===== config.mk =====
export PLATFORM = sky130hd
export DESIGN_NAME = manchester_channel_receiver_flat
export DESIGN_NICKNAME = d
export VERILOG_FILES = /design/src/sv/mcr_pkg.sv /design/src/sv/mcr_item_if.sv /design/src/sv/mcr_result_if.sv /design/src/sv/mcr_cfg_if.sv /design/src/sv/mcr_frame_tracker.sv /design/src/sv/manchester_channel_receiver.sv /design/src/flat_wrapper.sv
export SDC_FILE = /design/constraint.sdc
export NUM_CORES = 1
export LEC_CHECK = 0
export ABC_AREA = 1
export BUFFER_PORTS_ARGS = -buffer_cell sky130_fd_sc_hd__buf_2
export CAP_MARGIN = 20
export CELL_PAD_IN_SITES_DETAIL_PLACEMENT = 0
export CELL_PAD_IN_SITES_GLOBAL_PLACEMENT = 1
export CORE_UTILIZATION = 46
export CTS_CLUSTER_DIAMETER = 30
export DETAILED_ROUTE_END_ITERATION = 12
export HOLD_SLACK_MARGIN = 0.02
export PLACE_DENSITY_LB_ADDON = 0.05
export SETUP_SLACK_MARGIN = 0.5
export SYNTH_ARGS = -nofsm -noshare
export SYNTH_HDL_FRONTEND = slang
export SYNTH_SLANG_ARGS = --single-unit

===== constraint.sdc =====
create_clock -name clk -period 7.64 [get_ports clk]
set_input_delay 0.764 -clock clk [delete_from_list [all_inputs] [get_ports clk]]
set_output_delay 0.764 -clock clk [all_outputs]
set_load 0.1 [all_outputs]

===== src/sv/mcr_pkg.sv =====
// ----------------------------------------------------------------------------
// mcr_pkg
// shared types and constants of the manchester channel receiver
// ----------------------------------------------------------------------------
package mcr_pkg;

    localparam int TIME_BITS_DEF   = 16;
    localparam int FRAME_BYTES_DEF = 258;

    localparam int CFG_W         = 16;
    localparam int CFG_INDEX_W   = 8;
    localparam int BYTE_W        = 8;
    localparam int BYTE_INDEX_W  = 9;
    localparam int STATE_W       = 2;

    localparam logic [CFG_INDEX_W-1:0] REG_FULL_BIT_LOW  = 8'd0;
    localparam logic [CFG_INDEX_W-1:0] REG_FULL_BIT_HIGH = 8'd1;
    localparam logic [CFG_INDEX_W-1:0] REG_HALF_BIT_LOW  = 8'd2;
    localparam logic [CFG_INDEX_W-1:0] REG_HALF_BIT_HIGH = 8'd3;

    localparam logic [CFG_W-1:0] FULL_BIT_LOW_RST  = 16'd14400;
    localparam logic [CFG_W-1:0] FULL_BIT_HIGH_RST = 16'd17600;
    localparam logic [CFG_W-1:0] HALF_BIT_LOW_RST  = 16'd7200;
    localparam logic [CFG_W-1:0] HALF_BIT_HIGH_RST = 16'd8800;

    localparam logic [STATE_W-1:0] CH_IDLE      = 2'd0;
    localparam logic [STATE_W-1:0] CH_BUSY      = 2'd1;
    localparam logic [STATE_W-1:0] CH_COLLISION = 2'd2;

    localparam logic MODE_EDGE    = 1'b0;
    localparam logic MODE_TIMEOUT = 1'b1;

    typedef struct packed {
        logic [CFG_W-1:0] full_bit_low;
        logic [CFG_W-1:0] full_bit_high;
        logic [CFG_W-1:0] half_bit_low;
        logic [CFG_W-1:0] half_bit_high;
    } cfg_t;

    typedef struct packed {
        logic [STATE_W-1:0]      channel_state;
        logic                    byte_valid;
        logic [BYTE_W-1:0]       byte_value;
        logic [BYTE_INDEX_W-1:0] byte_index;
        logic                    message_done;
    } rslt_t;

endpackage


===== src/sv/mcr_item_if.sv =====
// ----------------------------------------------------------------------------
// mcr_item_if
// input beat channel: line edge or timeout event
// ----------------------------------------------------------------------------
interface mcr_item_if #(
    parameter int TIME_BITS = mcr_pkg::TIME_BITS_DEF
);
    logic                 valid;
    logic                 ready;
    logic                 mode;
    logic [TIME_BITS-1:0] capture_time;
    logic                 line_level;

    modport source (output valid, mode, capture_time, line_level, input ready);
    modport sink   (input valid, mode, capture_time, line_level, output ready);
endinterface


===== src/sv/mcr_result_if.sv =====
// ----------------------------------------------------------------------------
// mcr_result_if
// result beat channel: channel state and completed byte
// ----------------------------------------------------------------------------
interface mcr_result_if;
    logic                                 valid;
    logic                                 ready;
    logic [mcr_pkg::STATE_W-1:0]          channel_state;
    logic                                 byte_valid;
    logic [mcr_pkg::BYTE_W-1:0]           byte_value;
    logic [mcr_pkg::BYTE_INDEX_W-1:0]     byte_index;
    logic                                 message_done;

    modport source (output valid, channel_state, byte_valid, byte_value, byte_index,
                    message_done, input ready);
    modport sink   (input valid, channel_state, byte_valid, byte_value, byte_index,
                    message_done, output ready);
endinterface


===== src/sv/mcr_cfg_if.sv =====
// ----------------------------------------------------------------------------
// mcr_cfg_if
// register write channel
// ----------------------------------------------------------------------------
interface mcr_cfg_if;
    logic                              valid;
    logic                              ready;
    logic [mcr_pkg::CFG_INDEX_W-1:0]   index;
    logic [mcr_pkg::CFG_W-1:0]         data;

    modport source (output valid, index, data, input ready);
    modport sink   (input valid, index, data, output ready);
endinterface


===== src/sv/mcr_frame_tracker.sv =====
// ----------------------------------------------------------------------------
// mcr_frame_tracker
// channel state, bit timing and byte assembly; one beat per step
// ----------------------------------------------------------------------------
module mcr_frame_tracker #(
    parameter int TIME_BITS   = mcr_pkg::TIME_BITS_DEF,
    parameter int FRAME_BYTES = mcr_pkg::FRAME_BYTES_DEF
) (
    input  logic                  clk,
    input  logic                  rst_n,
    input  logic                  step,
    input  logic                  mode,
    input  logic [TIME_BITS-1:0]  capture_time,
    input  logic                  line_level,
    input  mcr_pkg::cfg_t         cfg,
    output mcr_pkg::rslt_t        result
);

    localparam int CMP_W = (TIME_BITS > mcr_pkg::CFG_W) ? TIME_BITS : mcr_pkg::CFG_W;
    localparam int CNT_W = mcr_pkg::BYTE_INDEX_W;
    localparam int BW    = mcr_pkg::BYTE_W;

    typedef enum logic [mcr_pkg::STATE_W-1:0] {
        ST_IDLE      = mcr_pkg::CH_IDLE,
        ST_BUSY      = mcr_pkg::CH_BUSY,
        ST_COLLISION = mcr_pkg::CH_COLLISION
    } chan_t;

    chan_t                 chan_reg, chan_next;
    logic [TIME_BITS-1:0]  last_edge_reg, last_edge_next;
    logic                  cur_bit_reg, cur_bit_next;
    logic                  half_phase_reg, half_phase_next;
    logic [CNT_W-1:0]      byte_count_reg, byte_count_next;
    logic [2:0]            bit_pos_reg, bit_pos_next;
    logic [BW-1:0]         asm_reg, asm_next;
    logic [BW-1:0]         plen_reg, plen_next;
    logic                  level_reg, level_next;

    logic [TIME_BITS-1:0]  spacing;
    logic [CMP_W-1:0]      spacing_x;
    logic                  is_full;
    logic                  is_half;
    logic                  put;
    logic                  put_val;
    logic [BW-1:0]         asm_put;
    logic                  byte_done;
    logic [CNT_W:0]        count_inc;
    logic [BW-1:0]         plen_eff;
    logic                  frame_done;

    assign spacing   = capture_time - last_edge_reg;
    assign spacing_x = CMP_W'(spacing);
    assign is_full   = (spacing_x >= CMP_W'(cfg.full_bit_low))
                    && (spacing_x <= CMP_W'(cfg.full_bit_high));
    assign is_half   = !is_full
                    && (spacing_x >= CMP_W'(cfg.half_bit_low))
                    && (spacing_x <= CMP_W'(cfg.half_bit_high));
    assign count_inc = {1'b0, byte_count_reg} + (CNT_W+1)'(1);

    always_comb
    begin
        chan_next       = chan_reg;
        last_edge_next  = last_edge_reg;
        cur_bit_next    = cur_bit_reg;
        half_phase_next = half_phase_reg;
        byte_count_next = byte_count_reg;
        bit_pos_next    = bit_pos_reg;
        asm_next        = asm_reg;
        plen_next       = plen_reg;
        level_next      = level_reg;
        put             = 1'b0;
        put_val         = 1'b0;
        asm_put         = asm_reg;
        byte_done       = 1'b0;
        plen_eff        = plen_reg;
        frame_done      = 1'b0;

        if (mode == mcr_pkg::MODE_EDGE)
        begin
            level_next = line_level;
            unique case (chan_reg)
                ST_IDLE:
                begin
                    // frame start: first bit is zero at the top bit position
                    chan_next       = ST_BUSY;
                    last_edge_next  = capture_time;
                    cur_bit_next    = 1'b0;
                    half_phase_next = 1'b0;
                    byte_count_next = '0;
                    bit_pos_next    = 3'd6;
                    plen_next       = '0;
                    asm_next        = asm_reg & ~(BW'(1) << 7);
                end
                ST_BUSY:
                begin
                    last_edge_next = capture_time;
                    if (is_full)
                    begin
                        cur_bit_next = ~cur_bit_reg;
                        put          = 1'b1;
                        put_val      = ~cur_bit_reg;
                    end
                    else if (is_half)
                    begin
                        half_phase_next = ~half_phase_reg;
                        put             = half_phase_reg;
                        put_val         = cur_bit_reg;
                    end
                    if (put)
                    begin
                        asm_put = asm_reg;
                        asm_put[bit_pos_reg] = put_val;
                        asm_next     = asm_put;
                        bit_pos_next = bit_pos_reg - 3'd1;
                        if (bit_pos_reg == 3'd0)
                        begin
                            byte_done = 1'b1;
                            byte_count_next = (count_inc >= (CNT_W+1)'(FRAME_BYTES))
                                            ? '0 : count_inc[CNT_W-1:0];
                            if (byte_count_reg == CNT_W'(1))
                            begin
                                plen_eff = asm_put;
                            end
                            plen_next = plen_eff;
                            if ((plen_eff != '0)
                                && (byte_count_reg == ({1'b0, plen_eff} + CNT_W'(1))))
                            begin
                                frame_done      = 1'b1;
                                cur_bit_next    = 1'b0;
                                half_phase_next = 1'b0;
                                byte_count_next = '0;
                                bit_pos_next    = 3'd7;
                            end
                        end
                    end
                end
                ST_COLLISION:
                begin
                    chan_next = ST_BUSY;
                end
                default:
                begin
                    chan_next = chan_reg;
                end
            endcase
        end
        else if (chan_reg == ST_BUSY)
        begin
            chan_next = level_reg ? ST_IDLE : ST_COLLISION;
        end
    end

    always_comb
    begin
        result.channel_state = chan_next;
        result.byte_valid    = byte_done;
        result.byte_value    = byte_done ? asm_put : '0;
        result.byte_index    = byte_done ? byte_count_reg : '0;
        result.message_done  = frame_done;
    end

    always_ff @(posedge clk or negedge rst_n)
    begin
        if (!rst_n)
        begin
            chan_reg       <= ST_IDLE;
            last_edge_reg  <= '0;
            cur_bit_reg    <= 1'b0;
            half_phase_reg <= 1'b0;
            byte_count_reg <= '0;
            bit_pos_reg    <= 3'd7;
            asm_reg        <= '0;
            plen_reg       <= '0;
            level_reg      <= 1'b1;
        end
        else if (step)
        begin
            chan_reg       <= chan_next;
            last_edge_reg  <= last_edge_next;
            cur_bit_reg    <= cur_bit_next;
            half_phase_reg <= half_phase_next;
            byte_count_reg <= byte_count_next;
            bit_pos_reg    <= bit_pos_next;
            asm_reg        <= asm_next;
            plen_reg       <= plen_next;
            level_reg      <= level_next;
        end
    end

endmodule


===== src/sv/manchester_channel_receiver.sv =====
// ----------------------------------------------------------------------------
// manchester_channel_receiver
// manchester line decoder with channel idle / busy / collision tracking
// ----------------------------------------------------------------------------
// Each input beat (a timestamped line edge or a timeout) produces exactly one
// result beat: the beat is captured in an input register, decoded in one pass
// against the bit-timing windows and the frame state, and the result lands in
// an output register. A new beat is accepted every cycle while results are
// taken; the input register keeps accepting one more beat while a result waits.
// Registers are to be written by the user through the cfg channel only while
// the block is idle, not enforced by the block; they take effect on the next beat.
module manchester_channel_receiver #(
    parameter int TIME_BITS   = mcr_pkg::TIME_BITS_DEF,
    parameter int FRAME_BYTES = mcr_pkg::FRAME_BYTES_DEF
) (
    input  logic         clk,
    input  logic         rst_n,
    mcr_item_if.sink     item,
    mcr_result_if.source result,
    mcr_cfg_if.sink      cfg
);

    mcr_pkg::cfg_t         cfg_reg;
    logic                  in_valid_reg;
    logic                  in_mode_reg;
    logic [TIME_BITS-1:0]  in_time_reg;
    logic                  in_level_reg;
    logic                  out_valid_reg;
    mcr_pkg::rslt_t        out_reg;
    mcr_pkg::rslt_t        step_result;
    logic                  advance;
    logic                  step;

    assign advance = !out_valid_reg || result.ready;
    assign step    = in_valid_reg && advance;
    assign item.ready = !in_valid_reg || advance;
    assign cfg.ready  = 1'b1;

    mcr_frame_tracker #(
        .TIME_BITS   (TIME_BITS),
        .FRAME_BYTES (FRAME_BYTES)
    ) u_tracker (
        .clk          (clk),
        .rst_n        (rst_n),
        .step         (step),
        .mode         (in_mode_reg),
        .capture_time (in_time_reg),
        .line_level   (in_level_reg),
        .cfg          (cfg_reg),
        .result       (step_result)
    );

    always_ff @(posedge clk or negedge rst_n)
    begin
        if (!rst_n)
        begin
            cfg_reg.full_bit_low  <= mcr_pkg::FULL_BIT_LOW_RST;
            cfg_reg.full_bit_high <= mcr_pkg::FULL_BIT_HIGH_RST;
            cfg_reg.half_bit_low  <= mcr_pkg::HALF_BIT_LOW_RST;
            cfg_reg.half_bit_high <= mcr_pkg::HALF_BIT_HIGH_RST;
        end
        else if (cfg.valid)
        begin
            unique case (cfg.index)
                mcr_pkg::REG_FULL_BIT_LOW:  cfg_reg.full_bit_low  <= cfg.data;
                mcr_pkg::REG_FULL_BIT_HIGH: cfg_reg.full_bit_high <= cfg.data;
                mcr_pkg::REG_HALF_BIT_LOW:  cfg_reg.half_bit_low  <= cfg.data;
                mcr_pkg::REG_HALF_BIT_HIGH: cfg_reg.half_bit_high <= cfg.data;
                default:                    cfg_reg <= cfg_reg;
            endcase
        end
    end

    // input register
    always_ff @(posedge clk or negedge rst_n)
    begin
        if (!rst_n)
        begin
            in_valid_reg <= 1'b0;
        end
        else if (item.ready)
        begin
            in_valid_reg <= item.valid;
        end
    end

    always_ff @(posedge clk)
    begin
        if (item.valid && item.ready)
        begin
            in_mode_reg  <= item.mode;
            in_time_reg  <= item.capture_time;
            in_level_reg <= item.line_level;
        end
    end

    // result register
    always_ff @(posedge clk or negedge rst_n)
    begin
        if (!rst_n)
        begin
            out_valid_reg <= 1'b0;
        end
        else if (advance)
        begin
            out_valid_reg <= in_valid_reg;
        end
    end

    always_ff @(posedge clk)
    begin
        if (step)
        begin
            out_reg <= step_result;
        end
    end

    assign result.valid         = out_valid_reg;
    assign result.channel_state = out_reg.channel_state;
    assign result.byte_valid    = out_reg.byte_valid;
    assign result.byte_value    = out_reg.byte_value;
    assign result.byte_index    = out_reg.byte_index;
    assign result.message_done  = out_reg.message_done;

endmodule


===== src/flat_wrapper.sv =====
// flat-port wrapper written by rule: the top's interface ports become plain ports
module manchester_channel_receiver_flat 
#(
    parameter int TIME_BITS   = mcr_pkg::TIME_BITS_DEF,
    parameter int FRAME_BYTES = mcr_pkg::FRAME_BYTES_DEF
)
  (clk, rst_n, item_valid, item_mode, item_capture_time, item_line_level, item_ready, result_valid, result_channel_state, result_byte_valid, result_byte_value, result_byte_index, result_message_done, result_ready, cfg_valid, cfg_index, cfg_data, cfg_ready);
  mcr_item_if #(.TIME_BITS(TIME_BITS)) item_i ();
  mcr_result_if result_i ();
  mcr_cfg_if cfg_i ();
  input  logic clk;
  input  logic rst_n;
  input wire logic [$bits(item_i.valid)-1:0] item_valid;
  input wire logic [$bits(item_i.mode)-1:0] item_mode;
  input wire logic [$bits(item_i.capture_time)-1:0] item_capture_time;
  input wire logic [$bits(item_i.line_level)-1:0] item_line_level;
  output wire logic [$bits(item_i.ready)-1:0] item_ready;
  output wire logic [$bits(result_i.valid)-1:0] result_valid;
  output wire logic [$bits(result_i.channel_state)-1:0] result_channel_state;
  output wire logic [$bits(result_i.byte_valid)-1:0] result_byte_valid;
  output wire logic [$bits(result_i.byte_value)-1:0] result_byte_value;
  output wire logic [$bits(result_i.byte_index)-1:0] result_byte_index;
  output wire logic [$bits(result_i.message_done)-1:0] result_message_done;
  input wire logic [$bits(result_i.ready)-1:0] result_ready;
  input wire logic [$bits(cfg_i.valid)-1:0] cfg_valid;
  input wire logic [$bits(cfg_i.index)-1:0] cfg_index;
  input wire logic [$bits(cfg_i.data)-1:0] cfg_data;
  output wire logic [$bits(cfg_i.ready)-1:0] cfg_ready;
  assign item_i.valid = item_valid;
  assign item_i.mode = item_mode;
  assign item_i.capture_time = item_capture_time;
  assign item_i.line_level = item_line_level;
  assign item_ready = item_i.ready;
  assign result_valid = result_i.valid;
  assign result_channel_state = result_i.channel_state;
  assign result_byte_valid = result_i.byte_valid;
  assign result_byte_value = result_i.byte_value;
  assign result_byte_index = result_i.byte_index;
  assign result_message_done = result_i.message_done;
  assign result_i.ready = result_ready;
  assign cfg_i.valid = cfg_valid;
  assign cfg_i.index = cfg_index;
  assign cfg_i.data = cfg_data;
  assign cfg_ready = cfg_i.ready;
  manchester_channel_receiver #(.TIME_BITS(TIME_BITS), .FRAME_BYTES(FRAME_BYTES)) u_core (.clk(clk), .rst_n(rst_n), .item(item_i), .result(result_i), .cfg(cfg_i));
endmodule

Yosys cells after proc, flatten, opt, wreduce, memory -nomap -nowiden
Cells that the tools add are included.

Magnitude comparators: 7. Bitwise operators: 7. Equal/unequal tests: 9. Muxes and demuxes: 52. Reduce and logical (&&, ||, !) cells: 30. Add/subtract/negate cells: 4.

Operators with widths (count): 8-bit two-way mux (10); 9-bit two-way mux (4); 16-bit greater-or-equal comparator (2); 16-bit less-or-equal comparator (2); 8-bit case mux with 2 select lines (2); 1-bit two-way mux (23); 9-bit case mux with 2 select lines (1); 8-bit by 2-bit equality test with 1-bit output, second input constant (2); 16-bit subtractor (1); 9-bit by 1-bit adder with 10-bit output, second input constant (1); 10-bit by 9-bit greater-or-equal comparator with 1-bit output, second input constant (1); 2-bit AND reduction (5); 8-bit by 1-bit adder with 9-bit output, second input constant (1); 9-bit by 1-bit equality test with 1-bit output, second input constant (1); 9-bit equality test (1); 3-bit two-way mux (3); 8-bit bitwise mux (1); 8-bit by 1-bit equality test with 1-bit output, second input constant (1); 8-bit logical NOT (1); 2-bit two-way mux (4); 4-bit AND reduction (2); 8-bit nonzero test (1); 1-bit logical AND (7); 1-bit NOT (7); other kinds (19) (25).

Flip-flop bits (word level): 154. Output and inout bits: 24. Input port bits: 47. Logic and storage cells: 133.

Longest topological paths before layout
Gate-level depths: netlist of run 1.

Depth after elaboration: 23. Mapped depth: 40. Gate-level depth less buffers: 40.

Hierarchy
Synthesis of run 1 repeated with hierarchy kept, for this count alone.

Cell total of the unflattened synthesis: 1206. Area total of the unflattened synthesis: 9840.7 um^2.

By module, submodules not included: mcr_frame_tracker (times used 1, area an instance 5768.0 um^2, cells an instance 859); manchester_channel_receiver (times used 1, area an instance 4072.7 um^2, cells an instance 347).

Worst setup path after synthesis of run 1
No wires, ideal clock.

Path type: register to register. Start point: reg u_core.u_tracker.last_edge_reg[0]. End point: reg u_core.u_tracker.byte_count_reg[2]. Clock period less this slack: 5301 ps. Data required time: 7516 ps. Stages on the path, launching flop included: 38. Setup time: 124 ps. Arrival time: 5176 ps. Slack: 2339 ps. Cell sequence: dfrtp_1 ha_1 fa_1 o31ai_1 inv_1 o221ai_1 a21oi_1 o21bai_1 a21oi_1 o21ai_0 a21oi_1 nor2_1 nor2_1 xnor2_1 ha_1 nand2_1 o21ai_0 a21oi_1 [2 not listed] nand2_2 inv_2 nand2_4 nand3_2 nand3_2 nand2_2 inv_2 ha_1 xnor2_1 nand2_1 nor2_1 nand2_1 nor2_1 nand3_2 nor2_4 nand2_4 nand2_8 o21ai_2.

Cells in the longest elaborated chain, start to end: 23.

RTL lines: from (decl) (line mcr_frame_tracker.sv:30) `logic [TIME_BITS-1:0] last_edge_reg, last_edge_next;`; from (signal assigned) (line mcr_frame_tracker.sv:179) `last_edge_reg <= last_edge_next;`; 16-bit subtractor * (line mcr_frame_tracker.sv:51) `assign spacing = capture_time - last_edge_reg;`; 16-bit greater-or-equal comparator / 16-bit less-or-equal comparator (equally long branches) (line mcr_frame_tracker.sv:53, mcr_frame_tracker.sv:54); 1-bit logical AND (line mcr_frame_tracker.sv:54) `&& (spacing_x <= CMP_W'(cfg.full_bit_high));`; 1-bit logical NOT (line mcr_frame_tracker.sv:55) `assign is_half = !is_full`; 1-bit logical AND (line mcr_frame_tracker.sv:56) `&& (spacing_x >= CMP_W'(cfg.half_bit_low))`; 1-bit logical AND (line mcr_frame_tracker.sv:57) `&& (spacing_x <= CMP_W'(cfg.half_bit_high));`; 1-bit two-way mux (line mcr_frame_tracker.sv:103) `else if (is_half)`; 1-bit two-way mux (line mcr_frame_tracker.sv:97) `if (is_full)`; [7 not listed]; 8-bit two-way mux (line mcr_frame_tracker.sv:78) `if (mode == mcr_pkg::MODE_EDGE)`; 8-bit by 1-bit adder with 9-bit output (line mcr_frame_tracker.sv:126) `&& (byte_count_reg == ({1'b0, plen_eff} + CNT_W'(1))))`; 9-bit equality test (line mcr_frame_tracker.sv:126); 1-bit logical AND (line mcr_frame_tracker.sv:126); 9-bit two-way mux (line mcr_frame_tracker.sv:125) `if ((plen_eff != '0)`; 9-bit two-way mux (line mcr_frame_tracker.sv:115) `if (bit_pos_reg == 3'd0)`; 9-bit two-way mux (line mcr_frame_tracker.sv:109) `if (put)`; 9-bit case mux with 2 select lines (line mcr_frame_tracker.sv:81) `unique case (chan_reg)`; to (signal assigned) (line mcr_frame_tracker.sv:182) `byte_count_reg <= byte_count_next;`; to (decl) (line mcr_frame_tracker.sv:33) `logic [CNT_W-1:0] byte_count_reg, byte_count_next;`.

Mark *: on every way between the ends. The rest lies on a longest branch, timed or not. The select of a mux whose other input is x is not followed. A chain may end at the register's enable or synchronous reset.

Worst setup path in the final report of run 1
Start point: reg u_core.u_tracker.last_edge_reg[0]. End point: reg u_core.u_tracker.byte_count_reg[6].

Same word-level chain as after synthesis.

==> results of run 1 <==
[cell type report]
class	count	share of cell area (%)
timing repair buffer	76	4.547
clock buffer	20	4.535
tap	265	3.138
multi-input combinational	748	41.59
inverter	188	6.678
clock inverter	12	0.9591
sequential	154	38.56
[layout by cell type (no fill, tap or decap), drive strengths merged, types with 20 or more instances in the layout]
cell type and count:
inv 192, dfstp 20, edfxtp 39, nand3 62, ha 86, nor2 71
o21ai 121, dfrtp 95, clkbuf 20, a21oi 49, nand2 282, buf 76
[metal layers]
| metal | track usage [%] | up-vias | routed length [um] |
|---|---|---|---|
| met1 | 33.78 | 3280 | 11660 |
| met4 | 6.943 | 0 | 282 |
| met2 | 33.23 | 141 | 8898 |
| li1 | - | 3739 | - |
| met5 | 0 | - | 0 |
| met3 | 4.065 | 21 | 827 |
[worst paths after layout]
kind                            slack, ps                            endpoint  cells after the start                               from
min in group clk                      470          u_core.u_tracker.level_reg                      2         u_core.u_tracker.level_reg
worst min-delay path                  380                  u_core.cfg_reg[52]                      1                              rst_n
worst max-delay path                 1560  u_core.u_tracker.byte_count_reg[6]                     37  u_core.u_tracker.last_edge_reg[0]
max in group asynchronous            5920         u_core.u_tracker.asm_reg[2]                      2                              rst_n
worst min register to register        470          u_core.u_tracker.level_reg                      2         u_core.u_tracker.level_reg
worst max register to register       1560  u_core.u_tracker.byte_count_reg[6]                     37  u_core.u_tracker.last_edge_reg[0]
[cell families (layout without fill, tap and decap cells)]
family | after synthesis | count (layout) | synth area share (%)
AO/OA/AOI/OAI | 184 | 184 | 10.73
XOR/XNOR | 23 | 23 | 2.173
adder cells (fa/ha/maj) | 87 | 87 | 11.82
buffers and inverters | 212 | 296 | 8.679
flip-flops | 154 | 154 | 43.95
other | 1 | 1 | 0.04045
AND/OR/NAND/NOR | 453 | 453 | 22.61
[per-stage QoR]
| stage | std cells | total power, mW | setup WS [ps] |
|---|---|---|---|
| 2_1_floorplan | 1114 | 2.753 | 2339 |
| 3_3_place_gp | 1427 | 3.256 | 1716 |
| 3_5_place_dp | 1427 | 3.272 | 1578 |
| 4_1_cts | 1459 | 4.131 | 1575 |
| 5_1_grt | 1463 | 4.524 | 841.3 |
| 6_report | 1463 | 4.099 | 1562 |
[cells in the mapped netlist, drive strengths merged]
cell,number
a21o,1
a21oi,49
a22oi,1
a41o,1
buf,3
clkbuf,21
clkinv,2
conb,1
dfrtp,95
dfstp,20
edfxtp,39
fa,1
ha,86
inv,186
nand2,282
nand3,62
nand3b,1
nand4,10
nor2,71
nor3,15
nor3b,1
nor4,3
o21a,3
o21ai,121
o21bai,3
o221ai,1
o22ai,2
o31ai,2
or2,7
or4,1
xnor2,8
xor2,15
[power by group through the flow]
stage               sequential [mW]  combinational (mW)  clock [mW]
floorplan                      1.13                1.62           0
global placement               1.05                2.21           0
detailed placement             1.05                2.22           0
CTS                            1.04                2.24       0.858
global route                   1.05                2.58       0.894
finish                         1.04                2.22       0.840
[critical path, delay by kind of cell (launching register included)]
kind | cells | cell delay (ps)
AOI/OAI and AO/OA | 10 | 1870
and+or+nand+nor | 18 | 1740
xor gates and xnor gates | 2 | 470
DFF | 1 | 380
adders and majority gates | 4 | 1240
buffers and inverters | 3 | 280
==> metrics, run 1 <==
final antenna diode count 0; Post-DRT Antenna Nets 0; Buffers on Ports 69; Synth cell types 48; Final Hold Viols 0; Pwr Density 387.9 mW/mm2; antenna violations before repair 0; most frequent CP cell nand2_1; multi-input logic area 0.004394 mm2; Syn. warnings 0; Logic pwr share 54.2%; Max clock buf depth 2; Clock power frac 20.5%; Die H 144.0 um; DR vias/cell 4.908; layout cells sized above 1 15.61%; final worst path period need 6078 ps; # setup viols final 0; CP startpoint kind flop; power share of the sequential group 25.3%; post-synth net total 1248; Layout Skew 19.59 ps; Largest register FFs 64; Die W 144.0 um; crit path DAT 6400 ps; CP Capture Type flop; Seq/Total Area, Yosys 43.95%; clk root buf clkbuf_16; max-slew violations 0; GRT overflow 0; Filler cells 1930; status finished clean; CTS resizes 0; Final Util 53.94%; Yosys top cell by area dfrtp_1; top cell type's share of synthesized area 25.64%; Tcrit/Tclk final 79.56%; DP HPWL 16.01 mm; syn_area_per_cell 8.321 um2; Worst-Skew Late Latency 440 ps; Top-Level Pins 71; Starting DRT DRC Count 435; Synth Instances 1114; synthesized area 0.009270 mm2; drt wl/cell 14.81 um; first-pass GRT wire length 35.45 mm; synth top area cells dfrtp_1 (26%), edfxtp_1 (13%), ha_1 (12%); hold buffer count at cts 0; total negative slack 0 ps; FMAX 164.5 MHz; gr usage total 22.73%; Worst-Margin Slew 976.9 ps; CP max FO 8; worst endpoint required time 7960 ps; Tightest Hold Check Type input pin to async pin; H-tree levels 4; fin area 0.01057 mm2; RSZ-0062 raised after global routing no; drt total wl 21.67 mm; DR DRC count 0; full die area 0.02072 mm2; total number of vias 7181; Max rail drop VDD 0.1857 mV; Pint 2.198 mW; synthesized flop and latch total 154; Sw Share 46.37%; number of max-cap violations 0; first-pass iteration count of the detailed router 5; Clock transition at path regs 70 ps; synthesis-to-finish area growth 13.98%; Leak 4.834 nW; nets@finish 1319; Starting Density 47.32%; Final Wtd Congestion 0.8814; total CTS buffers 17; CTS sink cnt 154; Max transition margin 34.80%; vias in the first global route 6783; WS Path Type flop to flop; worst hold slack 380.7 ps; clock tree from TritonCTS done; largest net degree at the start of global routing 63; crit-path max cell delay 510 ps; NetSw 1.901 mW; slowest CP cell o31ai_1; # rows 51; Post-CTS Setup Bufs 0; post-place instance area 0.009876 mm2; Core ar. 0.01959 mm2; FF+latch area 0.004074 mm2
(Power assumes the default switching activity.)
==> run 2, diff against run 1 <==
--- a/config.mk
+++ b/config.mk
@@ -5,12 +5,12 @@
 export SDC_FILE = /design/constraint.sdc
 export NUM_CORES = 1
 export LEC_CHECK = 0
-export ABC_AREA = 1
+export ABC_AREA = 0
 export BUFFER_PORTS_ARGS = -buffer_cell sky130_fd_sc_hd__buf_2
 export CAP_MARGIN = 20
 export CELL_PAD_IN_SITES_DETAIL_PLACEMENT = 0
 export CELL_PAD_IN_SITES_GLOBAL_PLACEMENT = 1
-export CORE_UTILIZATION = 46
+export CORE_UTILIZATION = 48
 export CTS_CLUSTER_DIAMETER = 30
 export DETAILED_ROUTE_END_ITERATION = 12
 export HOLD_SLACK_MARGIN = 0.02
==> constraint.sdc (replaced) <==
create_clock -name clk -period 6.3 [get_ports clk]
set_input_delay 0.63 -clock clk [delete_from_list [all_inputs] [get_ports clk]]
set_output_delay 0.63 -clock clk [all_outputs]
set_load 0.1 [all_outputs]
==> run 2 against run 1 <==
- design area is 17% higher
- first-iteration DRC count fell by 4.4%
- the flow now finishes with violations (negative setup slack)
- clock-buffer cell count is the same
==> metrics, run 2 <==
clock tree from TritonCTS done; non-filler cells, final 1440 (-1.6%); status finished with violations; Worst-Margin Slew 1032 ps (+55.37 ps); post-synth net total 1113 (-11%); final worst path period need 6757 ps (+678.8 ps); total number of vias 7914 (+10%); Die W 142.7 um (-0.89%); Buffers on Ports 69 (unchanged); syn_area_per_cell 9.703 um2 (+17%); Max transition margin 30.97% (-3.8 points); Largest register FFs 64 (unchanged); hold buffer count at cts 0 (unchanged); Max clock buf depth 2 (unchanged); Final Wtd Congestion 0.8838 (+0.27%); synth top area cells dfrtp_1 (25%), edfxtp_1 (12%), ha_1 (11%); top_reg_cell synth dfrtp_1; number of max-cap violations 0 (unchanged); antenna violations before repair 0 (unchanged); worst hold slack 230.1 ps (-150.6 ps); nets@finish 1296 (-1.7%); drt total wl 24.50 mm (+13%); Synth Instances 979 (-12%); CTS sink cnt 154 (unchanged); final worst setup slack -457.1 ps (-2019 ps); Leak 5.423 nW (+12%); Starting Density 48.97% (+1.6 points); post-place instance area 0.01076 mm2 (+8.9%); clk root buf clkbuf_16; FMAX 148.0 MHz (-10%); Starting DRT DRC Count 416 (-4.4%); GRT overflow 0 (unchanged); synthesized flop and latch total 154 (unchanged); Pwr Density 426.9 mW/mm2 (+10%); Core ar. 0.01940 mm2 (-0.98%); failing checks negative setup slack; gr usage total 25.14% (+2.4 points); synthesis-to-finish area growth 30.61%; Reg2Reg Depth 33 (-11%); Top-Level Pins 71 (unchanged); Die H 142.7 um (-0.89%); first-pass iteration count of the detailed router 5 (unchanged); vias in the first global route 7346 (+8.3%); DP HPWL 17.41 mm (+8.8%); final antenna diode count 0 (unchanged); Layout Skew 15.43 ps (-4.167 ps); DR vias/cell 5.496 (+12%); layout cells sized above 1 36.34% (+21 points); H-tree levels 4 (unchanged); # rows 51 (unchanged); most frequent cells in the layout buf_4 (102), inv_1 (96), dfrtp_1 (95); first-pass GRT wire length 38.76 mm (+9.3%); total power 5.296 mW (+29%); largest net degree at the start of global routing 66 (+4.8%); Max rail drop VDD 0.2363 mV (+27%); top cell type's share of synthesized area 25.03% (-0.62 points); Clock transition at path regs 70 ps (about the same); RSZ-0062 raised after global routing yes; crit path DAT 7090 ps (+690 ps); # setup viols final 14 (+14); Yosys top cell by area dfrtp_1; Syn. warnings 0 (unchanged); Post-DRT Antenna Nets 0 (unchanged); max-slew violations 0 (unchanged); drt wl/cell 17.01 um (+15%); Synth cell types 77 (+60%); Worst-Skew Late Latency 440 ps (about the same); Tcrit/Tclk final 107.3% (+28 points); CP Capture Type flop; Final Util 63.96% (+10 points); most numerous cell in the Yosys netlist nand2_1; Cells after DPL 1361 (-4.6%); Seq/Total Area, Yosys 42.89% (-1.1 points); crit-path max cell delay 510 ps (about the same); top cells by count, synth nand2_1 (107), inv_1 (98), dfrtp_1 (95), ha_1 (86), o21ai_0 (80); synthesized area 0.009499 mm2 (+2.5%); total CTS buffers 17 (unchanged); full die area 0.02036 mm2 (-1.8%); DR DRC count 0 (unchanged); WS Path Type flop to flop; fin area 0.01241 mm2 (+17%); slowest CP cell or4_4; Tightest Hold Check Type input pin to async pin; most common cell after layout, fill and taps aside buf_4; worst endpoint required time 6630 ps (-1330 ps); CP max FO 7 (-1); CP startpoint kind flop; Final Hold Viols 0 (unchanged); EDFF count, synth 39 (unchanged); Synth async-reset ratio 74.68% (unchanged); Filler cells 1640 (-15%)
-- run 2: changes by cell type after synthesis, sizes merged, moves of 10 or more --
cell    change
a21o       +16
mux2       +56
xor2       -11
nand2     -175
nand3      -43
a211oi     +13
a21boi     +10
o21ai      -40
inv        -88
and2       +11
nor2       -19
a31oi      +10
nor3       +16
-- run 2: cell families after synthesis --
kind of cell    Yosys count  synth area share (%)
other cells               1               0.03948
flops                   154                 42.89
compound gates          230                 15.96
xor+xnor                 12                 1.106
fa+ha+maj                87                 11.54
buf+inv                 132                 5.308
simple gates            304                 16.20
mux                      59                 6.955
-- run 2: final timing paths --
path / slack (ps) / to / startpoint
worst min register to register: 480 / u_core.u_tracker.last_edge_reg[7] / u_core.in_time_reg[7]
min in group clk: 370 / u_core.in_time_reg[5] / item_capture_time[5]
worst min-delay path: 230 / u_core.cfg_reg[44] / rst_n
worst max register to register: -460 / u_core.u_tracker.byte_count_reg[4] / u_core.u_tracker.last_edge_reg[0]
max in group asynchronous: 4770 / u_core.u_tracker.byte_count_reg[1] / rst_n
worst max-delay path: -460 / u_core.u_tracker.byte_count_reg[4] / u_core.u_tracker.last_edge_reg[0]
-- run 2: layout make-up --
class                   count  area, um2  area share, %
well taps                 265      331.6          2.672
flip-flops and latches    154       4074          32.84
clock buffers              20      479.2          3.862
multi-input cells         693       5543          44.68
inverters                  99      379.1          3.056
clock inverters            12      126.4          1.019
repair buffers            197       1474          11.88
-- run 2: worst max-delay path: cells and delay by family, from the launching register on --
kind | cells | cell delay [ps]
AOI/OAI and AO/OA | 22 | 4080
adders and majority gates | 4 | 1000
buffers and inverters | 3 | 410
DFF | 1 | 380
and+or+nand+nor | 4 | 790
-- run 2: report_power, final --
part	internal (mW)	leakage, nW	total (mW)	switching (mW)
clock	0.602	0.292	1.05	0.450
combinational	1.39	3.31	3.00	1.61
sequential	1.16	1.82	1.24	0.0856
-- run 2: metal layers --
layer | global-route usage (%) | wire (um) | vias up
li1 | - | - | 3893
met1 | 36.31 | 12090 | 3802
met2 | 38.52 | 11010 | 197
met3 | 5.298 | 1107 | 22
met4 | 5.603 | 288 | 0
met5 | 0 | 0 | -
-- run 2: timing repair --
| action | 4_1_cts | 5_1_grt |
|---|---|---|
| buffers inserted | 22 | 22 |
| endpoints found under the setup margin | 36 | 49 |
| cloned | 1 | 2 |
| pin swaps | 22 | 44 |
| gates resized for setup | 57 | 114 |
-- run 2: metrics by stage --
step | setup slack [ps] | TNS [ps]
2_1_floorplan | -160.8 | -897.6
3_3_place_gp | -508.7 | -6037
3_5_place_dp | -652.0 | -7975
4_1_cts | -399.2 | -4805
5_1_grt | -819.2 | -10530
6_report | -457.1 | -5670
